[src/hw/rtl/isrt_pkg.sv]
// Shared constants and controller/datapath interface types for the insertion sorter.
package isrt_pkg;

    localparam int MAX_ITEMS_DEF = 64;
    localparam int DATA_W        = 32;

    // Controller -> datapath commands.
    typedef struct packed {
        logic load;     // latch incoming value, start insert at top of store
        logic set_ovf;  // store full, incoming value dropped
        logic ins_rd;   // read entry below insert position
        logic shift;    // move read entry up one place
        logic put;      // write value at insert position, bump count
        logic em_rd;    // read entry at emit index
        logic em_adv;   // step emit index
        logic clear;    // run done: empty store, drop overflow flag
    } isrt_cmd_t;

    // Datapath -> controller status.
    typedef struct packed {
        logic full;      // count at capacity
        logic cnt_zero;  // store empty
        logic ge;        // read entry >= held value (signed)
        logic k_one;     // insert position is 1
        logic em_last;   // emit index on final stored entry
        logic last;      // held item carried the last mark
        logic in_last;   // last mark on the input port
    } isrt_sts_t;

endpackage

[src/hw/rtl/insertion_sorter.sv]
// Top level of the insertion sorter: controller plus store datapath.
//
//   channel | ports                                                 | direction
//   --------+-------------------------------------------------------+----------
//   input   | s_valid s_ready s_value s_last                        | in
//   result  | m_valid m_ready m_sorted_value m_last_res m_overflow  | out
//
// Insertion: an accepted item walks down from the top of the store, reading
//   the entry below its insert position and shifting it up while it is >= the
//   item, then writes the item; a dropped item (store full) is not stored.
// Emission: per result, a memory read, then an output hold until m_ready.
// Reset (aresetn low, synchronous) clears count and overflow flag, not the store.
// s_ready stays low through each insertion and through the emission of a run.
module insertion_sorter #(
    parameter int MAX_ITEMS = isrt_pkg::MAX_ITEMS_DEF
) (
    input  logic                                aclk,
    input  logic                                aresetn,
    input  logic                                s_valid,
    output logic                                s_ready,
    input  logic signed [isrt_pkg::DATA_W-1:0]  s_value,
    input  logic                                s_last,
    output logic                                m_valid,
    input  logic                                m_ready,
    output logic signed [isrt_pkg::DATA_W-1:0]  m_sorted_value,
    output logic                                m_last_res,
    output logic                                m_overflow
);

    isrt_pkg::isrt_cmd_t cmd;
    isrt_pkg::isrt_sts_t sts;

    // sequencing of insert walk and emit run
    isrt_ctrl u_ctrl (
        .aclk    (aclk),
        .aresetn (aresetn),
        .s_valid (s_valid),
        .s_ready (s_ready),
        .m_valid (m_valid),
        .m_ready (m_ready),
        .sts     (sts),
        .cmd     (cmd)
    );

    // sorted store, count, overflow and the registered read word that
    // doubles as the result register
    isrt_datapath #(
        .MAX_ITEMS (MAX_ITEMS)
    ) u_dp (
        .aclk           (aclk),
        .aresetn        (aresetn),
        .s_value        (s_value),
        .s_last         (s_last),
        .cmd            (cmd),
        .sts            (sts),
        .m_sorted_value (m_sorted_value),
        .m_last_res     (m_last_res),
        .m_overflow     (m_overflow)
    );

endmodule

[src/hw/rtl/isrt_datapath.sv]
// Datapath: sorted store memory, count, overflow flag, insert and emit indexes.
module isrt_datapath #(
    parameter int MAX_ITEMS = isrt_pkg::MAX_ITEMS_DEF
) (
    input  logic                                    aclk,
    input  logic                                    aresetn,
    input  logic signed [isrt_pkg::DATA_W-1:0]      s_value,
    input  logic                                    s_last,
    input  isrt_pkg::isrt_cmd_t                     cmd,
    output isrt_pkg::isrt_sts_t                     sts,
    output logic signed [isrt_pkg::DATA_W-1:0]      m_sorted_value,
    output logic                                    m_last_res,
    output logic                                    m_overflow
);

    localparam int AW = (MAX_ITEMS > 1) ? $clog2(MAX_ITEMS) : 1;
    localparam int CW = $clog2(MAX_ITEMS + 1);

    logic signed [isrt_pkg::DATA_W-1:0] mem [MAX_ITEMS];

    logic [CW-1:0] count_reg, count_next;
    logic          ovf_reg, ovf_next;
    logic [AW-1:0] k_reg, k_next;
    logic [AW-1:0] em_idx_reg, em_idx_next;
    logic signed [isrt_pkg::DATA_W-1:0] value_reg;
    logic          last_reg;
    logic signed [isrt_pkg::DATA_W-1:0] rdata_reg;

    logic                               wr_en;
    logic [AW-1:0]                      wr_addr;
    logic signed [isrt_pkg::DATA_W-1:0] wr_data;
    logic                               rd_en;
    logic [AW-1:0]                      rd_addr;

    assign wr_en   = cmd.shift | cmd.put;
    assign wr_addr = k_reg;
    assign wr_data = cmd.shift ? rdata_reg : value_reg;
    assign rd_en   = cmd.ins_rd | cmd.em_rd;
    assign rd_addr = cmd.em_rd ? em_idx_reg : (k_reg - AW'(1));

    // single write port, single registered read port
    always_ff @(posedge aclk) begin
        if (wr_en) begin
            mem[wr_addr] <= wr_data;
        end
        if (rd_en) begin
            rdata_reg <= mem[rd_addr];
        end
    end

    always_ff @(posedge aclk) begin
        if (cmd.load) begin
            value_reg <= s_value;
            last_reg  <= s_last;
        end
    end

    always_comb begin
        count_next  = count_reg;
        ovf_next    = ovf_reg;
        k_next      = k_reg;
        em_idx_next = em_idx_reg;
        if (cmd.load)    k_next = count_reg[AW-1:0];
        if (cmd.shift)   k_next = k_reg - AW'(1);
        if (cmd.put)     count_next = count_reg + CW'(1);
        if (cmd.set_ovf) ovf_next = 1'b1;
        if (cmd.em_adv)  em_idx_next = em_idx_reg + AW'(1);
        if (cmd.clear) begin
            count_next  = '0;
            ovf_next    = 1'b0;
            em_idx_next = '0;
        end
    end

    always_ff @(posedge aclk) begin
        if (!aresetn) begin
            count_reg  <= '0;
            ovf_reg    <= 1'b0;
            k_reg      <= '0;
            em_idx_reg <= '0;
        end else begin
            count_reg  <= count_next;
            ovf_reg    <= ovf_next;
            k_reg      <= k_next;
            em_idx_reg <= em_idx_next;
        end
    end

    always_comb begin
        sts.full     = (count_reg == CW'(MAX_ITEMS));
        sts.cnt_zero = (count_reg == '0);
        sts.ge       = (rdata_reg >= value_reg);
        sts.k_one    = (k_reg == AW'(1));
        sts.em_last  = ((CW'(em_idx_reg) + CW'(1)) == count_reg);
        sts.last     = last_reg;
        sts.in_last  = s_last;
    end

    assign m_sorted_value = rdata_reg;
    assign m_last_res     = sts.em_last;
    assign m_overflow     = ovf_reg;

endmodule

[src/hw/rtl/isrt_ctrl.sv]
// Controller state machine: input handshake, insertion walk, emit sequence.
module isrt_ctrl (
    input  logic                 aclk,
    input  logic                 aresetn,
    input  logic                 s_valid,
    output logic                 s_ready,
    output logic                 m_valid,
    input  logic                 m_ready,
    input  isrt_pkg::isrt_sts_t  sts,
    output isrt_pkg::isrt_cmd_t  cmd
);

    localparam logic [2:0] ST_IDLE    = 3'd0;
    localparam logic [2:0] ST_INS_RD  = 3'd1;
    localparam logic [2:0] ST_INS_CMP = 3'd2;
    localparam logic [2:0] ST_INS_PUT = 3'd3;
    localparam logic [2:0] ST_EM_RD   = 3'd4;
    localparam logic [2:0] ST_EM_OUT  = 3'd5;

    logic [2:0] state_reg, state_next;

    assign s_ready = (state_reg == ST_IDLE);
    assign m_valid = (state_reg == ST_EM_OUT);

    always_comb begin
        cmd        = '0;
        state_next = state_reg;
        unique case (state_reg)
            ST_IDLE: begin
                if (s_valid) begin
                    if (sts.full) begin
                        cmd.set_ovf = 1'b1;
                        state_next  = sts.in_last ? ST_EM_RD : ST_IDLE;
                    end else begin
                        cmd.load   = 1'b1;
                        state_next = sts.cnt_zero ? ST_INS_PUT : ST_INS_RD;
                    end
                end
            end
            ST_INS_RD: begin
                cmd.ins_rd = 1'b1;
                state_next = ST_INS_CMP;
            end
            ST_INS_CMP: begin
                if (sts.ge) begin
                    cmd.shift  = 1'b1;
                    state_next = sts.k_one ? ST_INS_PUT : ST_INS_RD;
                end else begin
                    state_next = ST_INS_PUT;
                end
            end
            ST_INS_PUT: begin
                cmd.put    = 1'b1;
                state_next = sts.last ? ST_EM_RD : ST_IDLE;
            end
            ST_EM_RD: begin
                cmd.em_rd  = 1'b1;
                state_next = ST_EM_OUT;
            end
            ST_EM_OUT: begin
                if (m_ready) begin
                    if (sts.em_last) begin
                        cmd.clear  = 1'b1;
                        state_next = ST_IDLE;
                    end else begin
                        cmd.em_adv = 1'b1;
                        state_next = ST_EM_RD;
                    end
                end
            end
            default: state_next = ST_IDLE;
        endcase
    end

    always_ff @(posedge aclk) begin
        if (!aresetn) begin
            state_reg <= ST_IDLE;
        end else begin
            state_reg <= state_next;
        end
    end

endmodule

[config.mk]
export PLATFORM = sky130hd
export DESIGN_NAME = insertion_sorter
export DESIGN_NICKNAME = d
export VERILOG_FILES = /design/src/hw/rtl/isrt_pkg.sv /design/src/hw/rtl/insertion_sorter.sv /design/src/hw/rtl/isrt_datapath.sv /design/src/hw/rtl/isrt_ctrl.sv
export SDC_FILE = /design/constraint.sdc
export NUM_CORES = 2
export LEC_CHECK = 0
export ABC_CLOCK_PERIOD_IN_PS = 9200
export BUFFER_PORTS_ARGS = -buffer_cell sky130_fd_sc_hd__buf_2
export CAP_MARGIN = 20
export CORE_ASPECT_RATIO = 1.25
export CORE_MARGIN = 1
export CORE_UTILIZATION = 63
export DETAILED_ROUTE_END_ITERATION = 12
export PLACE_DENSITY_LB_ADDON = 0.1
export SLEW_MARGIN = 0
export SYNTH_ARGS = -nofsm -noshare
export SYNTH_HDL_FRONTEND = slang
export SYNTH_SLANG_ARGS = --single-unit
[constraint.sdc]
create_clock -name aclk -period 9.2 [get_ports aclk]
set_input_delay 0.92 -clock aclk [delete_from_list [all_inputs] [get_ports aclk]]
set_output_delay 0.92 -clock aclk [all_outputs]
set_load 0.01 [all_outputs]
==> impl_metrics.ini <==
[run_status]
status = finished clean

[finish]
drive_above_1_share_pct = 13.9
largest_reg_flops = 2048
fill_cells = 8484
antenna-diode-count = 0
syn2layout_area_growth_pct = 10.9
finalNetCount = 5864

[critical_path]
crit_arrival_ps = 6300
timing.rr.end = u_dp.m_sorted_value[9]
critical_path.max_stage_delay_ps = 780
crit_family = buffers and inverters
required_ps = 9730
path_cells = inv_1 > ha_2 > a21o_4 > buf_12 > buf_4 > nand2_1 > nand3_1 > a21oi_1 > o41ai_1 > buf_2 > nor4b_2
start_kind = flip-flop
worst-path-buf-inv = 4
worst_path_max_delay_cell = ha_2
cp_max_fo = 129
end_kind = flip-flop
critical_path_class = reg2reg
ff2ff_path_depth = 11
regToRegSetupSlack_ps = 3430
r2r_start = u_dp.k_reg[0]
critical_path_cell_count = 11

[grt]
antenna_found_initial = 12
grtUsageTotal_pct = 35.2
grt_pass1_wl_um = 339000
grt_max_degree = 130
grt_pass1_vias = 49700
grt-ovfl-total = 0

[power_and_ir_drop]
power_leakage_nw = 31.2
p_per_area_nw_per_um2 = 391
ir_drop_mv = 0.462
total_power_w = 0.0369

[synth]
syn_nets = 5764
synth_compound_area_share_pct = 5.54
synth_top_area_share_pct = 74.7
synthTopCellsByArea = edfxtp_1 (75%), nand2_1 (5.4%), mux4_2 (3.2%)
synth_mux_area_share_pct = 5.48
yosysSeqAreaShare_pct = 75.3
yosysMostFrequentCell = edfxtp_1
yosys_warnings = 0
yosysTopAreaCell = edfxtp_1
synth_top_family_by_area = simple AND/OR/NAND/NOR gates
synth-main-ff-cell = edfxtp_1
synth_area_um2 = 84900
synthArstFlopShare_pct = 0
post_synth_num_cell_types = 76
syn_inst = 5690
synthSimpleGateAreaFrac_pct = 10.7
ys_ff_latch = 2136
synthAdderAreaFrac_pct = 0.545
synth_xor_area_share_pct = 0.186
yosys-top-cells-count = edfxtp_1 (2113), nand2_1 (1216), nand3_1 (531)
synth_edf_count = 2113
syn_avg_cell_area_um2 = 14.9

[floorplan]
die_h_um = 412
core_um2 = 134000
num_rows = 150
initial_core_util_pct = 63.5
die-area_um2 = 136000
die_width_um = 330
ios = 73

[cts]
cts.path.max_buffers = 3
numCtsBuffers = 197
cts-resized-gates = 0
clock-sinks = 2136
cts_tree = yes
cts_setup_buffers = 0
path_clk_slew_ps = 60
clk_latency_ps = 840
cts_htree_levels = 4
cts_hold_buf = 0
clock-root-buffer = clkbuf_16

[timing]
setup_tns_ps = 0
worst_pin_slew_ps = 1180
finalSetupViolCount = 0
timing.final.crit_period_ps = 5770
hold_viol = 0
fmax_mhz = 173
skew_ps = 31.1
drv_slew = 0
relSlewSlack_pct = 21.0
final.period_utilization_pct = 62.7
rsz0062_at_grt = false

[routing]
routedWlPerCell_um = 31.1
drt_first_pass_iters = 6
via_count = 52000
drc = 0
routed_wl_um = 239000
drtIter0Drc = 7550
ant_nets = 0
viasPerCell = 6.75

[min_path]
hold_path.class = in2reg
hold_start = s_value[25]
hold-path-cell-count = 1
holdPathEnd = u_dp.value_reg[25]

[flow_run]
cap_viol_max_count = 0

[place]
gp_congestion = 0.879
hpwl_um = 134000
port_buffers = 72
## layer usage
| metal | share of wire (%) | GRT usage (%) | vias up |
|---|---|---|---|
| met4 | 4.8 | 16.4 | 8 |
| met3 | 11 | 7.63 | 610 |
| met1 | 37 | 47.1 | 26200 |
| met5 | 0.021 | 0 | - |
| li1 | - | - | 21900 |
| met2 | 48 | 55.4 | 3316 |
## layout make-up
class | count | area (um2) | area share [%]
timing repair buffer | 255 | 1950 | 2.07
clock buffer | 247 | 5200 | 5.52
multi-input combinational | 3102 | 19800 | 21.0
sequential | 2136 | 63900 | 67.8
inverter | 98 | 368 | 0.390
clock inverter | 110 | 802 | 0.851
tap | 1748 | 2190 | 2.32
## kinds of logic (layout without fill, tap and decap cells)
group           count (synthesis)  in the layout
flops                        2136           2136
buf+inv                       452            710
simple gates                 2101           2101
fa+ha+maj                      37             37
xor+xnor                       18             18
compound gates                635            635
mux                           311            311
## stage by stage
step           cell area (um2)  cells  util (%)  worst slack, ps  hold WS [ps]
3_5_place_dp             88100   7334      65.8             3700           489
4_1_cts                  94100   7691      70.3             3650           212
2_1_floorplan            84900   5690         -             3570           511
3_3_place_gp             87900   7322      65.7             3150           456
6_report                 94200   7696      70.4             3430           253
5_1_grt                  94200   7696      70.4             3250           233
## power by group
part           total [W]  internal [W]  switching [W]
sequential        0.0127        0.0124       0.000310
clock            0.00775       0.00427        0.00348
combinational     0.0164       0.00453         0.0118
## layout by cell type (no fill, tap or decap), types with 17 or more instances in the layout
| cell | n |
|---|---|
| edfxtp_1 | 2113 |
| nand2_1 | 1214 |
| nand3_1 | 528 |
| clkbuf_16 | 201 |
| buf_4 | 159 |
| mux2i_1 | 157 |
| nor2_1 | 143 |
| a211oi_1 | 121 |
| mux4_2 | 120 |
| a21oi_1 | 115 |
| inv_1 | 98 |
| buf_2 | 76 |
| nor2_4 | 68 |
| a31oi_1 | 58 |
| clkinv_1 | 55 |
| a311oi_1 | 50 |
| clkbuf_1 | 46 |
| o22ai_1 | 40 |
| a32oi_1 | 39 |
| ha_1 | 36 |
| a31o_2 | 35 |
| mux2_2 | 34 |
| nand4_1 | 33 |
| a32o_1 | 32 |
| clkinv_2 | 32 |
| nor3_1 | 23 |
| dfxtp_1 | 23 |
| o21ai_0 | 17 |
| buf_12 | 17 |
## how the worst max path moves through the flow
stage / start / endpoint / slack, ps
floorplan: u_dp.m_sorted_value[15] / u_dp.mem[0][0] / 3570
global placement: u_dp.k_reg[0] / u_dp.m_sorted_value[9] / 3150
detailed placement: u_dp.k_reg[0] / u_dp.m_sorted_value[9] / 3700
CTS: u_dp.k_reg[0] / u_dp.m_sorted_value[9] / 3650
global route: u_dp.k_reg[0] / u_dp.m_sorted_value[9] / 3250
finish: u_dp.k_reg[0] / u_dp.m_sorted_value[9] / 3430
Note: power is estimated with default switching activity, not from simulation.
